===== config.mk =====
export PLATFORM = sky130hd
export DESIGN_NAME = modbus_ascii_request_framer
export DESIGN_NICKNAME = d
export VERILOG_FILES = /design/src/design/mbaf_pkg.sv /design/src/design/modbus_ascii_request_framer.sv /design/src/design/mbaf_front.sv /design/src/design/mbaf_queue.sv /design/src/design/mbaf_back.sv
export SDC_FILE = /design/constraint.sdc
export NUM_CORES = 1
export LEC_CHECK = 0
export BUFFER_PORTS_ARGS = -buffer_cell sky130_fd_sc_hd__buf_2
export CAP_MARGIN = 10
export CORE_MARGIN = 2
export CORE_UTILIZATION = 38
export DETAILED_ROUTE_END_ITERATION = 10
export GPL_TIMING_DRIVEN = 0
export HOLD_SLACK_MARGIN = 0.02
export PLACE_DENSITY = 0.64
export RECOVER_POWER = 50
export SYNTH_ARGS = -nofsm -noshare
export SYNTH_HDL_FRONTEND = slang
export SYNTH_SLANG_ARGS = --single-unit

===== constraint.sdc =====
create_clock -name clock -period 5.2 [get_ports clock]
set_input_delay 0.52 -clock clock [delete_from_list [all_inputs] [get_ports clock]]
set_output_delay 0.52 -clock clock [all_outputs]
set_load 0.005 [all_outputs]

===== src/design/mbaf_pkg.sv =====
// shared types, constants and character function for the modbus ascii framer
// no dependencies
package mbaf_pkg;

   localparam int QUEUE_DEPTH = 2;

   localparam logic [7:0] SLAVE_ADDRESS_RESET = 8'h01;

   localparam logic [7:0] CHAR_COLON      = 8'h3A;
   localparam logic [7:0] CHAR_CR         = 8'h0D;
   localparam logic [7:0] CHAR_LF         = 8'h0A;
   localparam logic [7:0] CHAR_DIGIT_BASE = 8'h30;
   localparam logic [7:0] CHAR_ALPHA_BASE = 8'h37;
   localparam logic [3:0] NIBBLE_TEN      = 4'd10;

   localparam logic [4:0] CHAR_POS_START = 5'd0;
   localparam logic [4:0] CHAR_POS_CR    = 5'd15;
   localparam logic [4:0] CHAR_POS_LF    = 5'd16;
   localparam logic [4:0] CHAR_POS_TOP   = 5'd14;

   typedef struct packed {
      logic [7:0]  slave_address;
      logic [7:0]  function_code;
      logic [15:0] register_address;
      logic [15:0] register_value;
      logic [7:0]  lrc;
   } frame_type;

   typedef struct packed {
      logic not_empty;
      logic not_full;
   } queue_status_type;

   function automatic logic [7:0] frame_char(logic [4:0] pos, frame_type frame);
      logic [55:0] bits;
      logic [3:0]  idx;
      logic [3:0]  nib;
      logic [7:0]  ch;
      bits = frame;
      idx  = 4'(CHAR_POS_TOP - pos);
      nib  = bits[{idx, 2'b00} +: 4];
      if (pos == CHAR_POS_START) begin
         ch = CHAR_COLON;
      end else if (pos == CHAR_POS_CR) begin
         ch = CHAR_CR;
      end else if (pos >= CHAR_POS_LF) begin
         ch = CHAR_LF;
      end else if (nib < NIBBLE_TEN) begin
         ch = CHAR_DIGIT_BASE + {4'h0, nib};
      end else begin
         ch = CHAR_ALPHA_BASE + {4'h0, nib};
      end
      return ch;
   endfunction

endpackage


===== src/design/modbus_ascii_request_framer.sv =====
// top level of the modbus ascii request framer: front end, frame queue, serializer
// depends on mbaf_pkg, mbaf_front, mbaf_queue, mbaf_back
//
//   port group  direction  word
//   req_        in         function code, register address, register value
//   rsp_        out        one frame character, last-character flag
//   csr_        in         slave address write
//
// a request yields 17 chars, one per ready cycle from the serializer output register
// frames follow back to back: the next request is taken while one is still being sent
// the queue holds QUEUE_DEPTH requests; req_ready drops only when it is full
// rsp_ready low holds the current character and stalls the serializer alone
// reset is synchronous; slave address resets to 1
module modbus_ascii_request_framer #(
   parameter int QUEUE_DEPTH = mbaf_pkg::QUEUE_DEPTH
) (
   input  logic        clock,
   input  logic        reset,
   input  logic        csr_write_enable,
   input  logic [7:0]  csr_write_data,
   input  logic        req_valid,
   output logic        req_ready,
   input  logic [7:0]  req_function_code,
   input  logic [15:0] req_register_address,
   input  logic [15:0] req_register_value,
   output logic        rsp_valid,
   input  logic        rsp_ready,
   output logic [7:0]  rsp_out_char,
   output logic        rsp_last_char
);

   mbaf_pkg::queue_status_type queue_status;
   mbaf_pkg::frame_type        push_frame;
   mbaf_pkg::frame_type        head_frame;
   logic                       push;
   logic                       pop;

   mbaf_front u_front (
      .clock                (clock),
      .reset                (reset),
      .csr_write_enable     (csr_write_enable),
      .csr_write_data       (csr_write_data),
      .req_valid            (req_valid),
      .req_ready            (req_ready),
      .req_function_code    (req_function_code),
      .req_register_address (req_register_address),
      .req_register_value   (req_register_value),
      .queue_status         (queue_status),
      .push                 (push),
      .push_frame           (push_frame)
   );

   mbaf_queue #(
      .DEPTH (QUEUE_DEPTH)
   ) u_queue (
      .clock      (clock),
      .reset      (reset),
      .push       (push),
      .push_frame (push_frame),
      .pop        (pop),
      .status     (queue_status),
      .head_frame (head_frame)
   );

   mbaf_back u_back (
      .clock         (clock),
      .reset         (reset),
      .queue_status  (queue_status),
      .head_frame    (head_frame),
      .pop           (pop),
      .rsp_valid     (rsp_valid),
      .rsp_ready     (rsp_ready),
      .rsp_out_char  (rsp_out_char),
      .rsp_last_char (rsp_last_char)
   );

endmodule


===== src/design/mbaf_front.sv =====
// request front end: slave address register, byte assembly and lrc
// depends on mbaf_pkg
module mbaf_front (
   input  logic                       clock,
   input  logic                       reset,
   input  logic                       csr_write_enable,
   input  logic [7:0]                 csr_write_data,
   input  logic                       req_valid,
   output logic                       req_ready,
   input  logic [7:0]                 req_function_code,
   input  logic [15:0]                req_register_address,
   input  logic [15:0]                req_register_value,
   input  mbaf_pkg::queue_status_type queue_status,
   output logic                       push,
   output mbaf_pkg::frame_type        push_frame
);

   logic [7:0] slave_address_ff;
   logic [7:0] slave_address_in;
   logic [7:0] byte_sum;

   always_ff @(posedge clock) begin
      if (reset) begin
         slave_address_ff <= mbaf_pkg::SLAVE_ADDRESS_RESET;
      end else begin
         slave_address_ff <= slave_address_in;
      end
   end

   always_comb begin
      slave_address_in = csr_write_enable ? csr_write_data : slave_address_ff;
      byte_sum = slave_address_ff + req_function_code
               + req_register_address[15:8] + req_register_address[7:0]
               + req_register_value[15:8] + req_register_value[7:0];
      push_frame.slave_address    = slave_address_ff;
      push_frame.function_code    = req_function_code;
      push_frame.register_address = req_register_address;
      push_frame.register_value   = req_register_value;
      push_frame.lrc              = 8'(8'h00 - byte_sum);
      req_ready = queue_status.not_full;
      push      = req_valid && queue_status.not_full;
   end

endmodule


===== src/design/mbaf_queue.sv =====
// short frame queue between front end and serializer
// depends on mbaf_pkg
module mbaf_queue #(
   parameter int DEPTH = mbaf_pkg::QUEUE_DEPTH
) (
   input  logic                       clock,
   input  logic                       reset,
   input  logic                       push,
   input  mbaf_pkg::frame_type        push_frame,
   input  logic                       pop,
   output mbaf_pkg::queue_status_type status,
   output mbaf_pkg::frame_type        head_frame
);

   localparam int PTR_W = (DEPTH > 1) ? $clog2(DEPTH) : 1;
   localparam int CNT_W = $clog2(DEPTH + 1);

   mbaf_pkg::frame_type entry_ff [DEPTH];
   logic [PTR_W-1:0] wr_ptr_ff;
   logic [PTR_W-1:0] wr_ptr_in;
   logic [PTR_W-1:0] rd_ptr_ff;
   logic [PTR_W-1:0] rd_ptr_in;
   logic [CNT_W-1:0] count_ff;
   logic [CNT_W-1:0] count_in;

   always_ff @(posedge clock) begin
      if (push) begin
         entry_ff[wr_ptr_ff] <= push_frame;
      end
   end

   always_ff @(posedge clock) begin
      if (reset) begin
         wr_ptr_ff <= '0;
         rd_ptr_ff <= '0;
         count_ff  <= '0;
      end else begin
         wr_ptr_ff <= wr_ptr_in;
         rd_ptr_ff <= rd_ptr_in;
         count_ff  <= count_in;
      end
   end

   always_comb begin
      wr_ptr_in = wr_ptr_ff;
      rd_ptr_in = rd_ptr_ff;
      count_in  = count_ff;
      if (push) begin
         wr_ptr_in = (wr_ptr_ff == PTR_W'(DEPTH - 1)) ? '0 : PTR_W'(wr_ptr_ff + 1'b1);
      end
      if (pop) begin
         rd_ptr_in = (rd_ptr_ff == PTR_W'(DEPTH - 1)) ? '0 : PTR_W'(rd_ptr_ff + 1'b1);
      end
      if (push && !pop) begin
         count_in = CNT_W'(count_ff + 1'b1);
      end else if (pop && !push) begin
         count_in = CNT_W'(count_ff - 1'b1);
      end
      status.not_empty = (count_ff != '0);
      status.not_full  = (count_ff != CNT_W'(DEPTH));
      head_frame       = entry_ff[rd_ptr_ff];
   end

endmodule


===== src/design/mbaf_back.sv =====
// character serializer with output register
// depends on mbaf_pkg
module mbaf_back (
   input  logic                       clock,
   input  logic                       reset,
   input  mbaf_pkg::queue_status_type queue_status,
   input  mbaf_pkg::frame_type        head_frame,
   output logic                       pop,
   output logic                       rsp_valid,
   input  logic                       rsp_ready,
   output logic [7:0]                 rsp_out_char,
   output logic                       rsp_last_char
);

   mbaf_pkg::frame_type frame_ff;
   mbaf_pkg::frame_type frame_in;
   mbaf_pkg::frame_type cur_frame;
   logic [4:0] pos_ff;
   logic [4:0] pos_in;
   logic [4:0] cur_pos;
   logic       busy_ff;
   logic       busy_in;
   logic       rsp_valid_ff;
   logic       rsp_valid_in;
   logic [7:0] rsp_out_char_ff;
   logic [7:0] rsp_out_char_in;
   logic       rsp_last_char_ff;
   logic       rsp_last_char_in;
   logic       slot_free;
   logic       emit;
   logic       is_last;

   always_ff @(posedge clock) begin
      if (reset) begin
         pos_ff       <= '0;
         busy_ff      <= 1'b0;
         rsp_valid_ff <= 1'b0;
      end else begin
         pos_ff       <= pos_in;
         busy_ff      <= busy_in;
         rsp_valid_ff <= rsp_valid_in;
      end
   end

   always_ff @(posedge clock) begin
      frame_ff         <= frame_in;
      rsp_out_char_ff  <= rsp_out_char_in;
      rsp_last_char_ff <= rsp_last_char_in;
   end

   always_comb begin
      slot_free = !rsp_valid_ff || rsp_ready;
      cur_frame = busy_ff ? frame_ff : head_frame;
      cur_pos   = busy_ff ? pos_ff : mbaf_pkg::CHAR_POS_START;
      emit      = slot_free && (busy_ff || queue_status.not_empty);
      pop       = emit && !busy_ff;
      is_last   = (cur_pos == mbaf_pkg::CHAR_POS_LF);

      frame_in         = pop ? head_frame : frame_ff;
      pos_in           = pos_ff;
      busy_in          = busy_ff;
      rsp_valid_in     = rsp_valid_ff && !rsp_ready;
      rsp_out_char_in  = rsp_out_char_ff;
      rsp_last_char_in = rsp_last_char_ff;
      if (emit) begin
         pos_in           = is_last ? mbaf_pkg::CHAR_POS_START : 5'(cur_pos + 1'b1);
         busy_in          = !is_last;
         rsp_valid_in     = 1'b1;
         rsp_out_char_in  = mbaf_pkg::frame_char(cur_pos, cur_frame);
         rsp_last_char_in = is_last;
      end

      rsp_valid     = rsp_valid_ff;
      rsp_out_char  = rsp_out_char_ff;
      rsp_last_char = rsp_last_char_ff;
   end

endmodule


==> impl_metrics.csv, run 1 <==
group,metric,value,unit
sta,hold_viol,0,
sta,fin_crit_sh,87.8,%
routing,viasPerCell,4.80,
flow_run,maxCapViolCount,1,
synth,async_flop_share,0,%
sta,rsz0062_at_grt,"no",
cells_and_area,register_area,5690,sq um
critical_path,startpoint,"u_back.busy_ff",
floorplan,initial_core_util,38.4,%
critical_path,required,5470,ps
sta,fin_skew,8.41,ps
sta,hold_ws,315,ps
cells_and_area,final_nets,757,
grt,antenna_found_initial,0,
cells_and_area,area_delta_synth_final,14.3,%
routing,met3_length,637,um
synth,ys.flop_type,"edfxtp_1",
grt,overflow,0,
clock_tree,cts_resized,0,
synth,synth_top_area_cell,"edfxtp_1",
clock_tree,htree_levels,4,
cells_and_area,final_cells,991,
clock_tree,clkLatencyLatePin,430,ps
synth,yosysSeqAreaShare,63.5,%
sta,max_slew_margin,-89.9,%
critical_path,start_kind,"flop",
routing,routedWlPerCell,18.1,um
critical_path,slowest_delay,520,ps
place,placed_cells,959,
floorplan,placement_rows,56,
clock_tree,cts_num_sinks,196,
routing,wl_met2,8.94,mm
outcome,violations,"capacitance limit, slew limit",
critical_path,cp_data_arrival_time,4840,ps
cells_and_area,num-fill-cells,2065,
cells_and_area,drive_above_1_share,19.8,%
synth,synth.avg_cell_area,15.5,sq um
sta,worst_slack,634,ps
pwr,peakVddDrop,0.257,mV
pwr,powerDensity,533,nW/um^2
clock_tree,cts_hold_buf,0,
grt,first_global_vias,5275,
clock_tree,clk_pin_slew,70,ps
sta,period_minus_slack,4570,ps
synth,syn-cell-area,8960,sq um
place,io_buffers,60,
synth,synthesis.nets,675,
critical_path,crit_type,"reg2reg",
routing,drt_pass1_iterations,4,
sta,max_freq,219,MHz
routing,vias,4753,
min_path,hold_path_class,"in2reg",
clock_tree,clk_path_buf_depth,2,
min_path,min_from,"csr_write_data[0]",
critical_path,path_cells,"buf_4 > buf_2 > clkbuf_1 > nand2_1 > ha_1 > buf_6 > buf_2 > mux4_2 > mux2_2 > a211oi_2 > ha_1 > inv_1 > or4b_1 > a31oi_1",
synth,synthCells,577,
grt,grt_use_total,15.7,%
pwr,leakage,3.73,nW
grt,grt_start_max_net_pins,57,
clock_tree,cts_tree,"built",
clock_tree,cts_root_buffer,"clkbuf_16",
floorplan,die_area,24800,sq um
routing,drtIter0Drc,318,
place,hpwl,12.8,mm
floorplan,die_y,158,um
floorplan,die_w,158,um
critical_path,reg2reg_from,"u_back.busy_ff",
grt,grt_first_pass_wirelength,28.8,mm
synth,ys_types,58,
cells_and_area,antenna_cells,0,
synth,yosysWarnings,0,
cells_and_area,multi_input_area,2860,sq um
floorplan,ios,64,
routing,ant_nets,0,
routing,wl_met1,8.01,mm
routing,highest_layer,"met4",
floorplan,core-area,23300,sq um
synth,synth-edff-count,176,
place,dp_worst_setup_slack,664,ps
sta,worst_pin_slew,2850,ps
sta,drv_slew,57,
sta,setup-violations-final,0,
sta,setup_tns,0,ps
synth,synth.area.top_cells,"edfxtp_1 (59%), mux2_2 (7.0%), fa_1 (5.8%)",
routing,drc_errors,0,
routing,drt_wl_total,17.9,mm
synth,synth_seq_cells,196,
critical_path,critPathSlowestCell,"or4b_1",
critical_path,critPathCaptureType,"flop",
synth,yosysTopAreaCellShare,59.0,%
clock_tree,cts_buffers,17,
outcome,status,"complete, but fails checks",
critical_path,path_max_fanout,10,
clock_tree,post-cts-setup-buffer-count,0,
place,routabilityCongestion,0.788,
==> worst max-delay path, delay by kind of cell, from the launching register on <==
family | cells | cell delay (ps)
and+or+nand+nor | 2 | 680
buffers and inverters | 6 | 1530
AOI/OAI and AO/OA | 2 | 510
muxes | 2 | 690
adders and majority gates | 2 | 590
DFF | 1 | 400
==> cell families (layout without fill, tap and decap cells) <==
group                    after synthesis  in the layout  synth area share [%]
other                                  1              1                0.0419
XOR/XNOR                              20             20                  1.96
adder cells (fa/ha/maj)               45             45                  8.47
flip-flops                           196            196                  63.5
buffers and inverters                 98            193                  4.68
AO/OA/AOI/OAI                         53             53                  4.41
multiplexers                          95             95                  13.0
AND/OR/NAND/NOR                       69             69                  3.91
==> power breakdown <==
group          switching (mW)  internal [mW]  total, mW
Combinational           0.938          0.688       1.63
Sequential              0.143           2.35       2.49
Clock                   0.578          0.762       1.34
Total                    1.66           3.80       5.46
==> cells in the final DEF, fill, tap and decap left out, types with 10 or more instances in the layout <==
master       n
edfxtp_1   176
inv_1       77
clkbuf_1    53
mux2_2      52
fa_1        26
nor2_1      22
dfxtp_1     20
buf_2       19
ha_1        19
mux2i_1     17
clkbuf_16   17
nand2_1     16
mux2_1      15
xnor2_1     14
a21oi_1     10
mux4_2      10
==> flip-flops by register name, summed over array words and instances, names as in the netlist, 2 cells and up, named ones only <==
signal	count
u_queue.entry_ff	112
u_back.frame_ff	56
u_front.slave_address_ff	8
u_back.rsp_out_char	7
u_back.pos_ff	5
u_queue.count_ff	2
==> synth_stat cells, drive strengths merged (2+ instances only) <==
cell,number
xor2,6
o31ai,2
and3,2
fa,26
nand2,16
dfxtp,20
xnor2,14
mux4,10
nor2b,4
inv,77
nor3,3
or4b,2
nor4,2
mux2i,17
edfxtp,176
mux2,68
buf,16
nand2b,2
nor2,23
o21ai,8
a21o,4
nand3,8
and2,4
o21bai,2
o22ai,4
ha,19
o2bb2ai,2
a21oi,10
a211oi,8
clkbuf,5
==> layout make-up <==
type | instances | share of cell area [%]
repair buffers | 63 | 2.81
inverters | 77 | 2.82
flip-flops and latches | 196 | 55.5
clock buffers | 17 | 4.15
well taps | 319 | 3.90
multi-input cells | 283 | 27.9
plain buffers | 21 | 1.19
clock inverters | 15 | 1.72
==> worst paths after layout <==
kind | cells after the start | to | slack (ps)
max | 14 | u_back.rsp_out_char[2] | 630
min | 2 | u_front.slave_address_ff[0] | 310
max reg2reg | 14 | u_back.rsp_out_char[2] | 630
min reg2reg | 2 | u_back.pos_ff[1] | 500
==> metrics by stage <==
step | power, mW | utilization, % | instance area [sq um]
final | 5.46 | 43.9 | 10200
after global routing | 5.78 | 43.9 | 10200
after CTS | 5.54 | 44.3 | 10300
after detailed placement | 4.19 | 41.8 | 9740
after global placement | 4.13 | 41.4 | 9660
after floorplan | 3.65 | - | 8960
==> layer usage <==
metal	track usage (%)	vias to the layer above
li1	-	2251
met2	26.8	93
met3	2.67	21
met5	0	-
met4	6.02	0
met1	20.1	2388
(Power assumes the default switching activity.)
==> run 2: changes to the inputs <==
Settings changed: CORE_UTILIZATION 38 to 60, PLACE_DENSITY 0.64 to 0.89.
==> impl_metrics.csv, run 2 (synthesized netlist as in run 1, its figures left out) <==
group,metric,value,unit
floorplan,die_area,15900,sq um
clock_tree,clk_path_buf_depth,2,
critical_path,critPathSlowestCell,"or4b_1",
cells_and_area,antenna_cells,0,
floorplan,die_y,126,um
place,placed_cell_area,9600,sq um
floorplan,die_w,126,um
routing,drtIter0Drc,493,
clock_tree,clk_pin_slew,70,ps
clock_tree,clkLatencyLatePin,430,ps
routing,drt_wl_total,19.1,mm
critical_path,critPathCaptureType,"flop",
cells_and_area,multi_input_area,2860,sq um
clock_tree,cts_resized,0,
grt,antenna_found_initial,0,
clock_tree,cts_hold_buf,0,
routing,viasPerCell,6.02,
sta,fin_skew,6.63,ps
place,routabilityCongestion,0.890,
cells_and_area,largest_register_ff_count,112,
routing,routedWlPerCell,22.3,um
pwr,peakVddDrop,0.318,mV
sta,setup-violations-final,0,
clock_tree,post-cts-setup-buffer-count,0,
routing,ant_nets,0,
routing,drt_pass1_iterations,5,
cells_and_area,num-fill-cells,930,
cells_and_area,final_common_cell,"edfxtp_1",
cells_and_area,regMostFlops,"u_queue.entry_ff",
floorplan,initial_core_util,61.6,%
floorplan,placement_rows,44,
pwr,power,5.58,mW
critical_path,start_kind,"flop",
cells_and_area,final_cell_mix,"edfxtp_1 (176), inv_1 (77), clkbuf_1 (52)",
grt,first_global_vias,5388,
cells_and_area,area_delta_synth_final,12.8,%
critical_path,required,5480,ps
outcome,violations,"capacitance limit, slew limit",
sta,max_freq,222,MHz
critical_path,cp_data_arrival_time,4790,ps
grt,grt_first_pass_wirelength,30.0,mm
clock_tree,cts_tree,"built",
critical_path,crit_type,"reg2reg",
grt,overflow,0,
outcome,status,"complete, but fails checks",
clock_tree,cts_root_buffer,"clkbuf_16",
flow_run,maxCapViolCount,2,
sta,period_minus_slack,4500,ps
critical_path,crit_family,"buffers and inverters",
pwr,leakage,3.74,nW
min_path,hold_path_class,"in2reg",
cells_and_area,final_area,10100,sq um
floorplan,core-area,14500,sq um
pwr,powerDensity,552,nW/um^2
sta,max_slew_margin,-67.5,%
sta,fin_crit_sh,86.6,%
critical_path,slowest_delay,530,ps
clock_tree,cts_buffers,17,
sta,worst_pin_slew,2500,ps
grt,grt_start_max_net_pins,34,
critical_path,path_max_fanout,10,
routing,vias,5156,
critical_path,cp_num_buf_inv,6,
place,hpwl,12.3,mm
clock_tree,cts_num_sinks,196,
sta,hold_ws,311,ps
grt,grt_use_total,25.3,%
cells_and_area,drive_above_1_share,19.8,%
routing,drc_errors,0,
floorplan,ios,64,
cells_and_area,register_area,5690,sq um
clock_tree,htree_levels,4,
sta,rsz0062_at_grt,"no",
cells_and_area,reg_top3,"u_queue.entry_ff (112), u_back.frame_ff (56), u_front.slave_address_ff (8)",
cells_and_area,final_nets,758,
sta,hold_viol,0,
critical_path,path_cells,"buf_4 > buf_2 > clkbuf_1 > nand2_1 > ha_1 > buf_6 > buf_2 > mux4_2 > mux2_2 > a211oi_2 > ha_1 > inv_1 > or4b_1 > a31oi_1",
sta,drv_slew,60,
place,io_buffers,60,
==> run 2: changes by cell type in the layout (fill, tap and decap cells not counted), sizes merged <==
cell / before / now
bufinv: 3 / 2
clkinvlp: 1 / 3
buf: 31 / 35
clkinv: 6 / 3
clkbuf: 70 / 74
inv: 82 / 77
==> run 2: layout make-up <==
class / instances / share of cell area, %
clock inverter: 8 / 0.979
timing repair buffer: 64 / 3.25
inverter: 77 / 2.86
sequential: 196 / 56.3
tap: 184 / 2.28
clock buffer: 24 / 4.87
multi-input combinational: 283 / 28.3
buffer: 21 / 1.20
==> run 2: worst register-to-register path, stage by stage (launching register included) <==
cell and delay [ps]:
dfxtp_1 420, buf_4 220, buf_2 290, clkbuf_1 460, nand2_1 160, ha_1 400
buf_6 190, buf_2 320, mux4_2 360, mux2_2 310, a211oi_2 290, ha_1 190
inv_1 60, or4b_1 530, a31oi_1 170
==> run 2: stage by stage <==
stage / cells / utilization [%] / TNS (ps) / worst slack [ps]
6_report: 857 / 69.5 / 0 / 696
3_3_place_gp: 821 / 65.3 / -27610 / -1090
5_1_grt: 857 / 69.5 / 0 / 497
2_1_floorplan: 577 / - / 0 / 457
3_5_place_dp: 825 / 66.0 / 0 / 805
4_1_cts: 857 / 70.1 / 0 / 733
==> run 2: worst paths after layout <==
path	depth (start not counted)	slack, ps	start	end
worst max-delay path	14	700	u_back.busy_ff	u_back.rsp_out_char[2]
worst min-delay path	1	310	req_register_value[13]	u_queue.entry_ff[0][21]
worst max register to register	14	700	u_back.busy_ff	u_back.rsp_out_char[2]
worst min register to register	2	490	u_back.pos_ff[1]	u_back.pos_ff[1]
==> run 2: power by group <==
| part | switching, mW | internal (mW) | total, mW |
|---|---|---|---|
| clock network | 0.550 | 0.758 | 1.31 |
| logic | 1.01 | 0.737 | 1.75 |
| registers | 0.170 | 2.35 | 2.52 |
| total | 1.73 | 3.85 | 5.58 |
==> run 2: routing by layer <==
metal  up-vias  track usage, %  routed length, um
met5         -               0                  0
met4         0            11.1                459
met3        37            4.84               1350
met2       282            43.2              10100
met1      2591            31.7               7180
li1       2246               -                  -
==> run 3: changes to the inputs <==
Settings changed: REMOVE_ABC_BUFFERS set to 1.
==> impl_metrics.csv, run 3 (synthesized netlist as in run 1, its figures left out) <==
group,metric,value,unit
clock_tree,clkLatencyLatePin,430,ps
critical_path,critPathCaptureType,"flop",
grt,grt_start_max_net_pins,59,
sta,setup-violations-final,0,
floorplan,die_area,15900,sq um
critical_path,path_cells,"buf_16 > nand2_1 > ha_1 > mux2_2 > o22ai_1 > nor4_4 > o22ai_2 > ha_1 > inv_1 > or4b_1 > a31oi_1",
pwr,p_clk_share,24.7,%
sta,worst_slack,614,ps
grt,first_global_vias,5148,
grt,overflow,0,
critical_path,start_kind,"flop",
sta,fin_crit_sh,88.2,%
place,hpwl,11.5,mm
sta,fin_skew,6.92,ps
sta,hold_ws,296,ps
floorplan,die_y,126,um
clock_tree,post-cts-setup-buffer-count,0,
routing,drc_errors,0,
cells_and_area,area_delta_synth_final,11.9,%
clock_tree,cts_num_sinks,196,
clock_tree,clk_path_buf_depth,2,
clock_tree,cts_resized,0,
pwr,p_int,3.84,mW
clock_tree,cts_root_buffer,"clkbuf_16",
pwr,powerDensity,550,nW/um^2
clock_tree,cts_tree,"built",
cells_and_area,drive_above_1_share,19.8,%
grt,grt_use_total,23.5,%
sta,rsz0062_at_grt,"no",
pwr,switching_share,30.4,%
grt,grt_first_pass_wirelength,28.0,mm
floorplan,core-area,14500,sq um
critical_path,startpoint,"u_back.pos_ff[0]",
place,dp_worst_setup_slack,722,ps
cells_and_area,multi_input_area,2860,sq um
pwr,leakage,3.70,nW
critical_path,crit_cells,11,
place,routabilityCongestion,0.841,
clock_tree,cts_hold_buf,0,
cells_and_area,regMostFlops,"u_queue.entry_ff",
clock_tree,cts_buffers,17,
min_path,hold_path_class,"in2reg",
pwr,power,5.51,mW
sta,hold_viol,0,
critical_path,r2r-end,"u_back.rsp_out_char[2]",
critical_path,path_max_fanout,21,
cells_and_area,num-fill-cells,912,
critical_path,reg2regPathDepth,11,
sta,max_slew_margin,8.54,%
sta,worst_pin_slew,1370,ps
floorplan,ios,64,
sta,max_freq,218,MHz
flow_run,maxCapViolCount,0,
critical_path,crit_family,"adder cells",
sta,period_minus_slack,4590,ps
critical_path,path_common_cell,"ha_1",
routing,vias,4922,
pwr,p_switching,1.67,mW
routing,drt_pass1_iterations,5,
cells_and_area,antenna_cells,0,
routing,viasPerCell,5.88,
outcome,status,"complete, no violations",
floorplan,die_w,126,um
pwr,seq_power_share,47.4,%
clock_tree,htree_levels,4,
cells_and_area,reg_top3,"u_queue.entry_ff (112), u_back.frame_ff (56), u_front.slave_address_ff (8)",
cells_and_area,final_cell_mix,"edfxtp_1 (176), inv_1 (77), mux2_2 (51)",
cells_and_area,final_common_cell,"edfxtp_1",
clock_tree,clk_pin_slew,70,ps
critical_path,critPathCapture,"u_back.rsp_out_char[2]",
cells_and_area,largest_register_ff_count,112,
place,io_buffers,62,
critical_path,cp_data_arrival_time,4850,ps
cells_and_area,final_nets,739,
critical_path,reg2reg_from,"u_back.pos_ff[0]",
routing,routedWlPerCell,21.4,um
floorplan,placement_rows,44,
pwr,peakVddDrop,0.264,mV
critical_path,cp_num_buf_inv,2,
critical_path,critPathSlowestCell,"ha_1",
critical_path,rrSetupSlack,610,ps
grt,antenna_found_initial,0,
sta,drv_slew,0,
routing,ant_nets,0,
critical_path,slowest_delay,1040,ps
floorplan,initial_core_util,61.6,%
cells_and_area,register_area,5690,sq um
critical_path,required,5470,ps
critical_path,crit_type,"reg2reg",
routing,drt_wl_total,17.9,mm
pwr,pwr-share-comb,27.9,%
routing,drtIter0Drc,487,
## run 3: changes by cell type in the layout (fill, tap and decap cells not counted), moves of 2 or more
| cell | previous run | this run |
|---|---|---|
| buf_1 | 4 | 0 |
| buf_4 | 2 | 0 |
| buf_2 | 22 | 17 |
| clkbuf_1 | 52 | 45 |
| bufinv_16 | 2 | 4 |
| buf_6 | 4 | 0 |
| clkinv_1 | 2 | 0 |
| clkinv_2 | 0 | 6 |
| dfxtp_1 | 20 | 18 |
| clkbuf_8 | 4 | 0 |
| inv_6 | 0 | 2 |
| buf_12 | 1 | 3 |
| clkinvlp_4 | 3 | 1 |
## run 3: per-stage QoR
step | TNS, ps | util (%) | std cells | cell area (sq um)
after detailed placement | 0 | 65.2 | 806 | 9480
final | 0 | 69.0 | 837 | 10000
after floorplan | 0 | - | 556 | 8830
after global placement | -48750 | 64.4 | 802 | 9370
after CTS | 0 | 69.4 | 837 | 10100
after global routing | 0 | 69.0 | 837 | 10000
## run 3: per-layer routing
layer  up-vias  share of wire [%]  GRT usage [%]
li1       2202                  -              -
met3        37                5.9           5.18
met4         0                3.0           9.76
met2       212                 52           40.0
met5         -                  0              0
met1      2471                 39           29.5
## run 3: final cells by class
class                      count  area share [%]
clock buffer                  17            4.24
clock inverter                14            1.83
inverter                      77            2.88
multi-input combinational    283            28.6
sequential                   196            56.8
tap                          184            2.30
timing repair buffer          66            3.41
## run 3: worst min-delay path by stage
stage,cells past startpoint,slack [ps],startpoint,to
2_1_floorplan,2,440,u_back.pos_ff[1],u_back.pos_ff[1]
3_3_place_gp,2,460,u_back.pos_ff[1],u_back.pos_ff[1]
3_5_place_dp,0,480,u_front.slave_address_ff[3],u_queue.entry_ff[0][51]
4_1_cts,1,270,req_function_code[3],u_queue.entry_ff[1][43]
5_1_grt,2,300,csr_write_data[0],u_front.slave_address_ff[0]
6_report,2,300,csr_write_data[0],u_front.slave_address_ff[0]
## run 3: power groups by stage
stage	registers, mW	logic [mW]	clock network [mW]
4_1_cts	2.61	1.55	1.37
2_1_floorplan	2.56	1.06	0
3_5_place_dp	2.63	1.50	0
3_3_place_gp	2.66	1.36	0
6_report	2.61	1.54	1.36
5_1_grt	2.65	1.68	1.43
